[src/hdl/mlce_pkg.sv]
// Shared types and constants for the multi-mode line code encoder.
// No dependencies; imported by every module of the encoder.
`timescale 1ns / 1ps

package mlce_pkg;

    // Line code selection, value of the code_mode register
    localparam logic [2:0] MODE_NRZ        = 3'd0;
    localparam logic [2:0] MODE_MANCH      = 3'd1;
    localparam logic [2:0] MODE_DIFF_MANCH = 3'd2;
    localparam logic [2:0] MODE_PART_RESP  = 3'd3;
    localparam logic [2:0] MODE_AMI        = 3'd4;
    localparam logic [2:0] MODE_2B1Q       = 3'd5;
    localparam logic [2:0] MODE_RZ         = 3'd6;

    // Configuration register map (register index taken from paddr[2])
    localparam int          CFG_ADDR_W    = 3;
    localparam logic        REG_CODE_MODE = 1'b0;

    typedef logic signed [2:0] level_t;

    localparam level_t LVL_P3   = 3'sd3;
    localparam level_t LVL_P1   = 3'sd1;
    localparam level_t LVL_ZERO = 3'sd0;
    localparam level_t LVL_M1   = -3'sd1;
    localparam level_t LVL_M3   = -3'sd3;

    // Output queue geometry
    localparam int OQ_DEPTH = 4;
    localparam int OQ_PTR_W = $clog2(OQ_DEPTH);
    localparam int OQ_CNT_W = $clog2(OQ_DEPTH + 1);

    // Levels produced by one input transaction: count is 0, 1 or 2.
    // With one level it sits in lev0; with two, lev0 goes out first.
    typedef struct packed {
        logic [1:0] count;
        level_t     lev0;
        level_t     lev1;
    } sym_pair_t;

    // One queued result
    typedef struct packed {
        level_t level;
        logic   last;
    } oq_entry_t;

endpackage

[src/hdl/mlce_mapper.sv]
// Symbol mapper: turns one accepted data bit into zero, one or two line levels
// and holds the coding state. Depends on mlce_pkg.
`timescale 1ns / 1ps

module mlce_mapper
    import mlce_pkg::*;
(
    input  logic      aclk,
    input  logic      aresetn,
    input  logic      accept,
    input  logic      data_bit,
    input  logic [2:0] code_mode,
    output sym_pair_t pair
);

    logic mark_polarity_reg, mark_polarity_next;
    logic previous_bit_reg, previous_bit_next;
    logic last_level_high_reg, last_level_high_next;
    logic pair_phase_reg, pair_phase_next;
    logic pending_sign_bit_reg, pending_sign_bit_next;

    sym_pair_t pair_raw;
    level_t    final_level;

    always_comb begin
        pair_raw              = '{count: 2'd0, lev0: LVL_ZERO, lev1: LVL_ZERO};
        mark_polarity_next    = mark_polarity_reg;
        pending_sign_bit_next = pending_sign_bit_reg;
        pair_phase_next       = 1'b0;
        unique case (code_mode)
            MODE_NRZ: begin
                pair_raw.count = 2'd1;
                pair_raw.lev0  = data_bit ? LVL_P1 : LVL_M1;
            end
            MODE_MANCH: begin
                pair_raw.count = 2'd2;
                pair_raw.lev0  = data_bit ? LVL_M1 : LVL_P1;
                pair_raw.lev1  = data_bit ? LVL_P1 : LVL_M1;
            end
            MODE_DIFF_MANCH: begin
                // first half is high when the bit matches the last level's sign
                pair_raw.count = 2'd2;
                pair_raw.lev0  = (data_bit == last_level_high_reg) ? LVL_P1 : LVL_M1;
                pair_raw.lev1  = (data_bit == last_level_high_reg) ? LVL_M1 : LVL_P1;
            end
            MODE_PART_RESP: begin
                pair_raw.count = 2'd1;
                pair_raw.lev0  = (data_bit && !previous_bit_reg) ? LVL_P1 : LVL_ZERO;
            end
            MODE_AMI: begin
                pair_raw.count = 2'd1;
                if (data_bit) begin
                    pair_raw.lev0      = mark_polarity_reg ? LVL_P1 : LVL_M1;
                    mark_polarity_next = ~mark_polarity_reg;
                end
            end
            MODE_2B1Q: begin
                if (!pair_phase_reg) begin
                    // hold the first bit of the pair, nothing goes out yet
                    pending_sign_bit_next = data_bit;
                    pair_phase_next       = 1'b1;
                end else begin
                    pair_raw.count = 2'd1;
                    case ({pending_sign_bit_reg, data_bit})
                        2'b11:   pair_raw.lev0 = LVL_P3;
                        2'b10:   pair_raw.lev0 = LVL_P1;
                        2'b01:   pair_raw.lev0 = LVL_M1;
                        default: pair_raw.lev0 = LVL_M3;
                    endcase
                end
            end
            MODE_RZ: begin
                pair_raw.count = 2'd2;
                pair_raw.lev0  = LVL_ZERO;
                pair_raw.lev1  = data_bit ? LVL_P1 : LVL_M1;
            end
            default: begin
                // unused code: drop the bit, only the history advances
            end
        endcase
    end

    assign final_level = (pair_raw.count == 2'd2) ? pair_raw.lev1 : pair_raw.lev0;

    always_comb begin
        previous_bit_next    = data_bit;
        last_level_high_next = last_level_high_reg;
        if (pair_raw.count != 2'd0) begin
            last_level_high_next = !final_level[2] && (final_level != LVL_ZERO);
        end
    end

    always_ff @(posedge aclk) begin
        if (!aresetn) begin
            mark_polarity_reg    <= 1'b0;
            previous_bit_reg     <= 1'b0;
            last_level_high_reg  <= 1'b0;
            pair_phase_reg       <= 1'b0;
            pending_sign_bit_reg <= 1'b0;
        end else if (accept) begin
            mark_polarity_reg    <= mark_polarity_next;
            previous_bit_reg     <= previous_bit_next;
            last_level_high_reg  <= last_level_high_next;
            pair_phase_reg       <= pair_phase_next;
            pending_sign_bit_reg <= pending_sign_bit_next;
        end
    end

    always_comb begin
        pair = pair_raw;
        if (!accept) begin
            pair.count = 2'd0;
        end
    end

endmodule

[src/hdl/mlce_outq.sv]
// Output queue: takes up to two levels per cycle, hands out one per cycle while out_ready is high.
// Depends on mlce_pkg.
`timescale 1ns / 1ps

module mlce_outq
    import mlce_pkg::*;
(
    input  logic      aclk,
    input  logic      aresetn,
    input  sym_pair_t pair,
    output logic      room,
    output logic      out_valid,
    input  logic      out_ready,
    output oq_entry_t out_entry
);

    oq_entry_t             entry_reg [OQ_DEPTH];
    logic [OQ_PTR_W-1:0]   wr_ptr_reg, wr_ptr_next;
    logic [OQ_PTR_W-1:0]   rd_ptr_reg, rd_ptr_next;
    logic [OQ_CNT_W-1:0]   count_reg, count_next;
    logic [OQ_PTR_W-1:0]   wr_ptr_inc;
    logic                  pop;

    assign room      = (count_reg <= OQ_CNT_W'(OQ_DEPTH - 2));
    assign out_valid = (count_reg != '0);
    assign out_entry = entry_reg[rd_ptr_reg];
    assign pop       = out_valid && out_ready;

    assign wr_ptr_inc  = wr_ptr_reg + OQ_PTR_W'(1);
    assign wr_ptr_next = wr_ptr_reg + OQ_PTR_W'(pair.count);
    assign rd_ptr_next = rd_ptr_reg + OQ_PTR_W'(pop);
    assign count_next  = count_reg + OQ_CNT_W'(pair.count) - OQ_CNT_W'(pop);

    always_ff @(posedge aclk) begin
        if (pair.count != 2'd0) begin
            entry_reg[wr_ptr_reg] <= '{level: pair.lev0, last: (pair.count == 2'd1)};
        end
        if (pair.count == 2'd2) begin
            entry_reg[wr_ptr_inc] <= '{level: pair.lev1, last: 1'b1};
        end
    end

    always_ff @(posedge aclk) begin
        if (!aresetn) begin
            wr_ptr_reg <= '0;
            rd_ptr_reg <= '0;
            count_reg  <= '0;
        end else begin
            wr_ptr_reg <= wr_ptr_next;
            rd_ptr_reg <= rd_ptr_next;
            count_reg  <= count_next;
        end
    end

endmodule

[src/hdl/multi_mode_line_code_encoder.sv]
// Multi-mode line code encoder, top level: APB register, symbol mapper and
// output queue. Depends on mlce_pkg, mlce_mapper and mlce_outq.
// A bit's levels are queued when it is accepted on s_ and leave on m_ in order.
// Throughput: one bit per cycle in one-level codes (NRZ, partial response,
//   AMI, 2B1Q) while m_tready is high; two-level codes are limited by the
//   single level per cycle that m_ delivers from the four-entry queue.
// Reset: synchronous, active-low aresetn clears the mode to NRZ, all coding
//   state and the queue; the block is ready as soon as reset is released.
`timescale 1ns / 1ps

module multi_mode_line_code_encoder
    import mlce_pkg::*;
(
    input  logic                  aclk,
    input  logic                  aresetn,

    // Input stream
    input  logic                  s_tvalid,
    output logic                  s_tready,
    input  logic [7:0]            s_tdata,   // [0] data_bit, [7:1] zero

    // Result stream
    output logic                  m_tvalid,
    input  logic                  m_tready,
    output logic [7:0]            m_tdata,   // [2:0] line_level, [7:3] zero
    output logic                  m_tlast,   // last_of_bit

    // Configuration port
    input  logic                  psel,
    input  logic                  penable,
    input  logic                  pwrite,
    input  logic [CFG_ADDR_W-1:0] paddr,
    input  logic [31:0]           pwdata,
    output logic [31:0]           prdata,
    output logic                  pready
);

    logic [2:0] code_mode_reg;
    logic       cfg_write;
    logic       s_accept;
    logic       q_room;
    sym_pair_t  pair;
    oq_entry_t  head;

    // Configuration: one register, code_mode, at byte address 0.
    // Hold the mode between writes; take only the low three bits.
    assign pready    = 1'b1;
    assign cfg_write = psel && penable && pwrite && pready;

    always_ff @(posedge aclk) begin
        if (!aresetn) begin
            code_mode_reg <= MODE_NRZ;
        end else if (cfg_write && (paddr[2] == REG_CODE_MODE)) begin
            code_mode_reg <= pwdata[2:0];
        end
    end

    always_comb begin
        prdata = '0;
        if (paddr[2] == REG_CODE_MODE) begin
            prdata = {29'd0, code_mode_reg};
        end
    end

    // Accept a transaction whenever the queue has space for two levels, so
    // input keeps flowing while queued results wait on m_tready.
    assign s_tready = q_room;
    assign s_accept = s_tvalid && s_tready;

    mlce_mapper u_mapper (
        .aclk      (aclk),
        .aresetn   (aresetn),
        .accept    (s_accept),
        .data_bit  (s_tdata[0]),
        .code_mode (code_mode_reg),
        .pair      (pair)
    );

    // Queue the levels of each bit; drain one per transaction on m_.
    mlce_outq u_outq (
        .aclk      (aclk),
        .aresetn   (aresetn),
        .pair      (pair),
        .room      (q_room),
        .out_valid (m_tvalid),
        .out_ready (m_tready),
        .out_entry (head)
    );

    assign m_tdata = {5'd0, head.level};
    assign m_tlast = head.last;

endmodule

[config.mk]
export PLATFORM = sky130hd
export DESIGN_NAME = multi_mode_line_code_encoder
export DESIGN_NICKNAME = d
export VERILOG_FILES = /design/src/hdl/mlce_pkg.sv /design/src/hdl/mlce_mapper.sv /design/src/hdl/mlce_outq.sv /design/src/hdl/multi_mode_line_code_encoder.sv
export SDC_FILE = /design/constraint.sdc
export NUM_CORES = 1
export LEC_CHECK = 0
export BUFFER_PORTS_ARGS = -buffer_cell sky130_fd_sc_hd__buf_2
export CORE_AREA = 2 2 69 71
export DETAILED_ROUTE_END_ITERATION = 16
export DIE_AREA = 0 0 71 73
export HOLD_SLACK_MARGIN = 0.06
export PLACE_DENSITY = 0.78
export SYNTH_ARGS = -nofsm -noshare
export SYNTH_HDL_FRONTEND = slang
export SYNTH_HIERARCHICAL = 1
export SYNTH_SLANG_ARGS = --single-unit
export TNS_END_PERCENT = 10
[constraint.sdc]
create_clock -name aclk -period 6.2 [get_ports aclk]
set_clock_uncertainty 0.2 [all_clocks]
set_input_delay 0.62 -clock aclk [delete_from_list [all_inputs] [get_ports aclk]]
set_output_delay 0.62 -clock aclk [all_outputs]
set_load 0.01 [all_outputs]
==> impl_metrics.yaml, run 1 <==
worst_setup_path:
  critPathMaxStageDelay_ps: 710
  r2r_cells: 9
  r2r-start: "code_mode_reg[0]$_SDFFE_PN0P_"
  startpoint_type: "register"
  worstPathCellList: "nand2b_1 > o21ai_0 > and2_0 > inv_1 > ha_1 > fa_1 > xor2_1 > xnor2_1 > and2_1"
  crit_slowest_cell: "and2_0"
  worst_setup_path_end_kind: "register"
  crit_fanout: 15
  reg2reg_setup_slack_ps: 2690
  crit_required_ps: 6170
  r2r_end: "u_outq/count_reg[2]$_SDFF_PN0_"
  worstPathArrival_ps: 3480
  critPathTopFamily: "simple AND/OR/NAND/NOR gates"
  crit_buf_inv: 1
  critPathKind: "register to register"
synthesis:
  synth_adder_area_share_pct: 2.69
  ys.flop_type: "dfxtp_1"
  synth.distinct_cells: 54
  ys_ff_latch: 31
  ys_warn_count: 6
  synthSimpleGateAreaFrac_pct: 19.8
  synth_area_per_cell_sq_um: 9.66
  syn-cell-area_sq_mm: 0.00214
  synth_area_leaders: "dfxtp_1, edfxtp_1, buf_4, mux4_2, mux2i_1"
  ys_seq_area_share_pct: 34.7
  synth_top_family_by_area: "simple AND/OR/NAND/NOR gates"
  netlist_instances: 221
  synth_mux_area_share_pct: 8.73
  synthXorXnorAreaFrac_pct: 2.87
  async_flop_share_pct: 0
  synth-compound-area-share_pct: 13.2
  synth_area_leader_cell: "dfxtp_1"
  synth_edf_count: 12
  synth_top_area_share_pct: 17.8
hold_path:
  hold_class: "register to register"
  worstHoldStart: "u_mapper/previous_bit_reg$_SDFFE_PN0P_"
  holdPathEnd: "u_mapper/previous_bit_reg$_SDFFE_PN0P_"
  whs_path_depth: 2
global_route:
  grt_max_degree: 19
  grt.overflow.total: 0
  grt_usage_pct: 14.8
  grt_pass1_vias: 1322
  antenna_found_initial: 0
  grt_pass1_wl_um: 6020
die:
  die_h_um: 73
  io_pins: 94
  core_area_sq_mm: 0.00454
  die_w_um: 71
  start_util_pct: 47.1
  num_rows: 25
  die-area_sq_mm: 0.00518
status:
  status: "completed"
placement:
  port_buffers: 20
  hpwlAfterDp_um: 2680
  gp_congestion: 0.858
  dp_slack_ps: 2700
  placed_cell_area_sq_mm: 0.00208
  dp.cells: 282
pwr:
  pwr-share-seq_pct: 44.2
  pwr-share-clk_pct: 22.5
  leakage_nw: 0.891
  power.switching_uw: 230
  p_comb_share_pct: 33.3
  ir_drop_mv: 0.177
  p_int_uw: 429
  switching_share_pct: 34.9
  p_per_area_mw_per_mm2: 305
clocking:
  post_cts_buffers: 0
  clkLatencyLatePin_ps: 280
  clk_pin_slew_ps: 60
  hold_buffers: 0
  cts.sinks: 31
  numCtsBuffers: 5
  cts_buffer_depth: 2
  cts_resized: 0
  cts_root_buf: "clkbuf_8"
  htree_levels: 2
  tritoncts: "built"
timing:
  setup_viol: 0
  fmax_mhz: 285
  setup_slack_ps: 2690
  slew_viol_final: 0
  period_needed_ps: 3510
  maxSlewHeadroom_pct: 46.8
  tightest_slew_ps: 798
  finalHoldViolCount: 0
  fin_crit_sh_pct: 56.5
  rsz0062_at_grt: "no"
  fin_tns_setup_ps: 0
routing:
  drc: 0
  route.vias.total: 1461
  drt_wl_total_um: 3570
  wire_per_inst_um: 12.3
  ant_nets: 0
  first_iter_violations: 141
  firstDrtPassIters: 4
  avgViaCountPerCell: 5.04
finish:
  syn_to_final_growth_pct: 1.23
  nNetsFinal: 289
  largest_register_ffs: 16
  nFillCells: 421
  final_layout_size_suffix_gt1_share_pct: 19.9
  antennaDiodeCount: 0
  fin_area_sq_mm: 0.00216
  fin_cells: 290
flow_run:
  max-cap-violations: 0
## how the worst max path moves through the flow
stage	start	end	slack, ps	depth (start not counted)
2_1_floorplan	u_outq/count_reg[0]$_SDFF_PN0_	u_outq/count_reg[2]$_SDFF_PN0_	3310	10
3_3_place_gp	code_mode_reg[0]$_SDFFE_PN0P_	u_outq/count_reg[2]$_SDFF_PN0_	2760	9
4_1_cts	code_mode_reg[0]$_SDFFE_PN0P_	u_outq/count_reg[2]$_SDFF_PN0_	2690	9
5_1_grt	code_mode_reg[0]$_SDFFE_PN0P_	u_outq/count_reg[2]$_SDFF_PN0_	2420	9
3_5_place_dp	code_mode_reg[0]$_SDFFE_PN0P_	u_outq/count_reg[2]$_SDFF_PN0_	2700	9
6_report	code_mode_reg[0]$_SDFFE_PN0P_	u_outq/count_reg[2]$_SDFF_PN0_	2690	9
## metal layers
layer / global-route usage, % / up-vias / routed length (um)
li1: - / 726 / -
met3: 4.56 / 5 / 176
met5: 0 / - / 0
met2: 24.4 / 47 / 1730
met1: 19.0 / 683 / 1630
met4: 3.77 / 0 / 32
## power groups by stage
stage | logic [mW] | clock network (mW) | registers [mW]
2_1_floorplan | 0.217 | 0 | 0.269
3_3_place_gp | 0.212 | 0 | 0.293
3_5_place_dp | 0.219 | 0 | 0.296
4_1_cts | 0.220 | 0.152 | 0.291
5_1_grt | 0.244 | 0.164 | 0.297
6_report | 0.219 | 0.148 | 0.291
## worst min-delay path: stages (launching register included)
cell and delay [ps]:
dfxtp_1 330, mux2i_1 60, nor2_1 70
## stage by stage
stage | utilization [%] | hold slack [ps] | power [mW]
floorplan | - | 248 | 0.486
global route | 47.7 | 339 | 0.705
CTS | 47.7 | 297 | 0.664
detailed placement | 45.9 | 284 | 0.515
finish | 47.7 | 295 | 0.659
global placement | 45.9 | 275 | 0.505
## cell type report
cell class	instances	area, sq um	area share (%)
multi-input cells	169	1140	52.8
flip-flops and latches	31	741	34.3
repair buffers	20	100	4.63
clock buffers	6	72.6	3.36
well taps	54	67.6	3.13
inverters	8	30.0	1.39
clock inverters	2	8.76	0.405
## cells by family (layout without fill, tap and decap cells)
logic type               count (synthesis)  in the layout
XOR/XNOR                                 7              7
AO/OA/AOI/OAI                           39             39
buffers and inverters                   54             36
adder cells (fa/ha/maj)                  4              4
other                                    2             35
multiplexers                            13             13
AND/OR/NAND/NOR                         71             71
flip-flops                              31             31
## Yosys cell counts (all sizes together) (6+ instances only)
| library cell | n |
|---|---|
| a21oi | 8 |
| nor2b | 6 |
| inv | 8 |
| dfxtp | 19 |
| buf | 45 |
| edfxtp | 12 |
| o21ai | 9 |
| nand2 | 17 |
| o22ai | 9 |
| nor2 | 14 |
| and2 | 9 |
| mux2i | 7 |
## placed cells by master (no fill, tap or decap), drive strengths merged, types with 3 or more instances in the layout
cell / count
nand2b: 5
xnor2: 5
o21ai: 9
o22ai: 9
conb: 35
mux4: 4
nand3b: 3
and2b: 5
clkbuf: 6
nor2b: 6
nor2: 14
buf: 20
inv: 8
and2: 9
mux2i: 7
nand2: 17
a21oi: 8
ha: 3
dfxtp: 19
edfxtp: 12
Power figures use the tool's default switching activity.
==> inputs of run 2 (changes only) <==
--- a/config.mk
+++ b/config.mk
@@ -6,11 +6,11 @@
 export NUM_CORES = 1
 export LEC_CHECK = 0
 export BUFFER_PORTS_ARGS = -buffer_cell sky130_fd_sc_hd__buf_2
-export CORE_AREA = 2 2 69 71
+export CORE_AREA = 2 2 74 76
 export DETAILED_ROUTE_END_ITERATION = 16
-export DIE_AREA = 0 0 71 73
+export DIE_AREA = 0 0 76 78
 export HOLD_SLACK_MARGIN = 0.06
-export PLACE_DENSITY = 0.78
+export PLACE_DENSITY = 0.72
 export SYNTH_ARGS = -nofsm -noshare
 export SYNTH_HDL_FRONTEND = slang
 export SYNTH_HIERARCHICAL = 1
==> constraint.sdc (replaced) <==
create_clock -name aclk -period 3.08 [get_ports aclk]
set_clock_uncertainty 0.2 [all_clocks]
set_input_delay 0.308 -clock aclk [delete_from_list [all_inputs] [get_ports aclk]]
set_output_delay 0.308 -clock aclk [all_outputs]
set_load 0.01 [all_outputs]
==> run 2 against run 1 <==
  * Final cell count is 7.6% higher
  * Die area is 14% higher
  * Setup slack worse by 2200 ps
  * Hold slack worse by 220 ps
  * Register-to-register slack worse by 2200 ps
  * Global-route usage is 1.7 points lower
  * Sequential cell count stayed put
  * Critical path type unchanged
  * Largest power group unchanged
==> impl_metrics.yaml, run 2 (synthesis results as in run 1) <==
status:
  status: "completed"
pwr:
  p_per_area_mw_per_mm2: 598
  leakage_nw: 0.923
  ir_drop_mv: 0.421
routing:
  first_iter_violations: 168
  firstDrtPassIters: 4
  ant_nets: 0
  avgViaCountPerCell: 4.69
  route.vias.total: 1463
  drc: 0
  drt_wl_total_um: 3710
  wire_per_inst_um: 11.9
finish:
  seqCellArea_sq_um: 741
  mostFrequentLayoutCell: "conb_1"
  final_layout_size_suffix_gt1_share_pct: 21.9
  multi_input_area_sq_mm: 0.00114
  fin_cells: 312
  antennaDiodeCount: 0
  final_cell_mix: "conb_1, buf_2, dfxtp_1"
  syn_to_final_growth_pct: 4.28
  nNetsFinal: 295
  nFillCells: 476
  largest_register_ffs: 16
worst_setup_path:
  r2r_end: "u_outq/count_reg[2]$_SDFF_PN0_"
  worst_setup_path_end_kind: "register"
  reg2reg_setup_slack_ps: 450
  worstPathCellList: "a21oi_1 > and2_1 > and2_0 > inv_1 > ha_1 > fa_1 > xor2_1 > xnor2_1 > and2_1"
  worstPathArrival_ps: 2600
  crit_top_cell: "and2_1"
  critPathMaxStageDelay_ps: 440
  critPathKind: "register to register"
  crit_slowest_cell: "fa_1"
  r2r-start: "u_outq/count_reg[0]$_SDFF_PN0_"
  crit_fanout: 6
  r2r_cells: 9
  crit_required_ps: 3050
  startpoint_type: "register"
timing:
  setup_viol: 0
  fin_crit_sh_pct: 85.5
  slew_viol_final: 0
  finalHoldViolCount: 0
  maxSlewHeadroom_pct: 63.5
  period_needed_ps: 2630
  rsz0062_at_grt: "no"
  tightest_slew_ps: 545
  fin_tns_setup_ps: 0
  fmax_mhz: 380
die:
  start_util_pct: 42.4
  io_pins: 94
  num_rows: 26
  core_area_sq_mm: 0.00504
  die-area_sq_mm: 0.00593
  die_h_um: 78
  die_w_um: 76
clocking:
  htree_levels: 2
  numCtsBuffers: 5
  cts_buffer_depth: 2
  hold_buffers: 0
  post_cts_buffers: 0
  cts_resized: 0
  cts.sinks: 31
  tritoncts: "built"
  clk_pin_slew_ps: 60
  cts_root_buf: "clkbuf_8"
  clkLatencyLatePin_ps: 280
global_route:
  grt_max_degree: 19
  grt_pass1_wl_um: 6270
  grt_pass1_vias: 1363
  grt.overflow.total: 0
  grt_usage_pct: 13.1
  antenna_found_initial: 0
hold_path:
  worstHoldStart: "pwdata[2]"
  hold_class: "input port to register"
  whs_path_depth: 3
  holdPathEnd: "code_mode_reg[2]$_SDFFE_PN0P_"
placement:
  gp_congestion: 0.797
  dp.cells: 304
  hpwlAfterDp_um: 2830
  port_buffers: 20
flow_run:
  max-cap-violations: 0
## run 2: changes by cell type in the layout (fill, tap and decap cells not counted)
cell,change
buf_4,+6
## run 2: how the worst max path moves through the flow
stage,end,startpoint
final,u_outq/count_reg[2]$_SDFF_PN0_,u_outq/count_reg[0]$_SDFF_PN0_
after global routing,u_outq/count_reg[2]$_SDFF_PN0_,u_outq/count_reg[0]$_SDFF_PN0_
after CTS,u_outq/count_reg[2]$_SDFF_PN0_,u_outq/count_reg[0]$_SDFF_PN0_
after detailed placement,u_outq/count_reg[2]$_SDFF_PN0_,u_outq/count_reg[0]$_SDFF_PN0_
after global placement,u_outq/count_reg[2]$_SDFF_PN0_,u_outq/count_reg[0]$_SDFF_PN0_
after floorplan,u_outq/count_reg[2]$_SDFF_PN0_,u_outq/count_reg[0]$_SDFF_PN0_
## run 2: cell type report
class	instances	share of cell area, %
Clock buffer	6	3.26
Clock inverter	2	0.393
Inverter	8	1.35
Multi-Input combinational cell	169	51.3
Sequential cell	31	33.3
Tap cell	70	3.93
Timing Repair Buffer	26	6.52
## run 2: layer usage
metal | up-vias | wire length [um] | global-route usage [%]
met5 | - | 0 | 0
met4 | 0 | 20 | 4.73
met3 | 2 | 183 | 3.49
met2 | 44 | 1870 | 22.1
met1 | 674 | 1640 | 16.2
li1 | 743 | - | -
## run 2: stage by stage
stage               cell area, sq um  setup slack (ps)  total power [mW]  hold WS [ps]  util (%)
floorplan                       2260               185             0.979           230         -
global placement                2150               469              1.03           279      42.6
detailed placement              2150               429              1.04           297      42.6
CTS                             2230               413              1.34          70.6      44.2
global route                    2230               276              1.42          79.6      44.2
finish                          2230               448              1.33          78.4      44.2
## run 2: critical path, delay by kind of cell, from the launching register on
family	cells	cell delay (ps)
compound gates	1	170
xor+xnor	2	280
fa+ha+maj	2	760
buf+inv	1	80
flops	1	390
simple gates	3	640
## run 2: power breakdown
group          switching, mW  internal, mW
clock network          0.146         0.155
logic                  0.228         0.222
registers             0.0879         0.494
==> inputs of run 3 (changes only) <==
--- a/config.mk
+++ b/config.mk
@@ -11,6 +11,7 @@
 export DIE_AREA = 0 0 76 78
 export HOLD_SLACK_MARGIN = 0.06
 export PLACE_DENSITY = 0.72
+export RECOVER_POWER = 50
 export SYNTH_ARGS = -nofsm -noshare
 export SYNTH_HDL_FRONTEND = slang
 export SYNTH_HIERARCHICAL = 1
==> run 3 against run 2 <==
  * Core utilization fell by 0.99 points
  * Via count fell by 0.75%
  * Power fell by 2.4%
  * Wire length rose by 0.16%
  * Combinational power fell by 4%
  * Critical path depth did not move
  * Non-clock buffer count did not move
  * Global-route usage did not move
  * Register-to-register slack got worse by 50 ps
  * Largest cell class unchanged
  * Highest routed layer unchanged
==> impl_metrics.yaml, run 3 (synthesis results as in run 1) <==
timing:
  fmax_mhz: 372
  slew_viol_final: 0
  finalHoldViolCount: 0
  setup_viol: 0
  fin_crit_sh_pct: 87.2
  fin_tns_setup_ps: 0
  period_needed_ps: 2690
  tightest_slew_ps: 584
  rsz0062_at_grt: "no"
  maxSlewHeadroom_pct: 61.1
clocking:
  numCtsBuffers: 5
  hold_buffers: 0
  post_cts_buffers: 0
  tritoncts: "built"
  cts_resized: 0
  htree_levels: 2
  clk_pin_slew_ps: 60
  cts_root_buf: "clkbuf_8"
  cts.sinks: 31
  cts_buffer_depth: 2
  clkLatencyLatePin_ps: 280
hold_path:
  worstHoldStart: "pwdata[2]"
  holdPathEnd: "code_mode_reg[2]$_SDFFE_PN0P_"
  whs_path_depth: 3
  hold_class: "input port to register"
global_route:
  grt_pass1_vias: 1363
  grt_max_degree: 19
  grt_usage_pct: 13.1
  grt_pass1_wl_um: 6270
  antenna_found_initial: 0
  met1_usage_pct: 16.2
  use_met2_pct: 22.1
  top_usage_layer: "met2"
  grt.overflow.total: 0
  use_met3_pct: 3.49
pwr:
  ir_drop_mv: 0.407
  leakage_nw: 0.879
  p_per_area_mw_per_mm2: 597
  fin_total_pwr_mw: 1.30
worst_setup_path:
  critPathMaxStageDelay_ps: 440
  crit_buf_inv: 1
  crit_slowest_cell: "fa_1"
  crit_required_ps: 3050
  worstPathCellList: "a21oi_1 > and2_0 > and2_0 > inv_1 > ha_1 > fa_1 > xor2_1 > xnor2_1 > and2_1"
  critPathTopFamily: "adder cells"
  critPathKind: "register to register"
  r2r-start: "u_outq/count_reg[0]$_SDFF_PN0_"
  crit_fanout: 6
  startpoint_type: "register"
  r2r_cells: 9
  r2r_end: "u_outq/count_reg[2]$_SDFF_PN0_"
  worstPathArrival_ps: 2660
  crit_top_cell: "and2_0"
  worst_setup_path_end_kind: "register"
  reg2reg_setup_slack_ps: 390
flow_run:
  max-cap-violations: 0
finish:
  nFillCells: 489
  nNetsFinal: 295
  syn_to_final_growth_pct: 1.93
  seqCellArea_sq_um: 741
  mostFrequentLayoutCell: "conb_1"
  final_util_pct: 43.2
  multi_input_area_sq_mm: 0.00111
  final_layout_size_suffix_gt1_share_pct: 15.7
  antennaDiodeCount: 0
  largest_register_ffs: 16
  final_cell_mix: "conb_1, dfxtp_1, nand2_1"
routing:
  first_iter_violations: 156
  ant_nets: 0
  wire_per_inst_um: 11.9
  avgViaCountPerCell: 4.65
  drt_wl_total_um: 3720
  firstDrtPassIters: 4
  route.vias.total: 1452
  drc: 0
die:
  num_rows: 26
  die_h_um: 78
  io_pins: 94
  die_w_um: 76
  die-area_sq_mm: 0.00593
  start_util_pct: 42.4
  core_area_sq_mm: 0.00504
status:
  status: "completed"
placement:
  gp_congestion: 0.797
  port_buffers: 20
  hpwlAfterDp_um: 2830
-- run 3: cell types whose count changed in the layout (fill, tap and decap cells not counted) --
cell      delta
o311ai_0     +1
nor4_1       +1
nor4_2       -1
clkbuf_1    +12
buf_4        -3
and2_1       -2
o31ai_4      -1
buf_2        -9
o311ai_2     -1
o31ai_1      +1
and2_0       +2
-- run 3: how the worst max path moves through the flow --
stage                                               from                              to  slack [ps]  cells past startpoint
final                     u_outq/count_reg[0]$_SDFF_PN0_  u_outq/count_reg[2]$_SDFF_PN0_         390                      9
after global routing      u_outq/count_reg[0]$_SDFF_PN0_  u_outq/count_reg[2]$_SDFF_PN0_         220                      9
after CTS                 u_outq/count_reg[0]$_SDFF_PN0_  u_outq/count_reg[2]$_SDFF_PN0_         410                      9
after detailed placement  u_outq/count_reg[0]$_SDFF_PN0_  u_outq/count_reg[2]$_SDFF_PN0_         430                      9
after global placement    u_outq/count_reg[0]$_SDFF_PN0_  u_outq/count_reg[2]$_SDFF_PN0_         470                      9
after floorplan           u_outq/count_reg[0]$_SDFF_PN0_  u_outq/count_reg[2]$_SDFF_PN0_         190                     10
-- run 3: area by class of cell --
type	instances	area share (%)
multi-input cells	169	51.2
well taps	70	4.02
repair buffers	26	5.63
clock inverters	2	0.402
inverters	8	1.38
clock buffers	6	3.33
flip-flops and latches	31	34.0
-- run 3: worst reg2reg max path, stage by stage (launching register included) --
cell,delay [ps]
dfxtp_1,360
a21oi_1,170
and2_0,360
and2_0,210
inv_1,80
ha_1,320
fa_1,440
xor2_1,160
xnor2_1,120
and2_1,150
-- run 3: metrics by stage --
stage               hold WS, ps  std cells  instance area [sq um]  setup WS, ps
floorplan                   230        254                   2260           185
global placement            279        304                   2150           469
detailed placement          297        304                   2150           429
CTS                        70.6        312                   2230           413
global route               79.9        312                   2180           216
finish                     77.2        312                   2180           393
-- run 3: power breakdown --
group	leakage [nW]	switching [mW]	internal, mW
sequential	0.262	0.0760	0.494
clock	0.0426	0.145	0.155
combinational	0.575	0.227	0.203
-- run 3: per-layer routing --
layer  vias up  wire, um
met5         -         0
met4         0        17
met3         2       162
met2        39      1880
met1       672      1660
li1        739         -
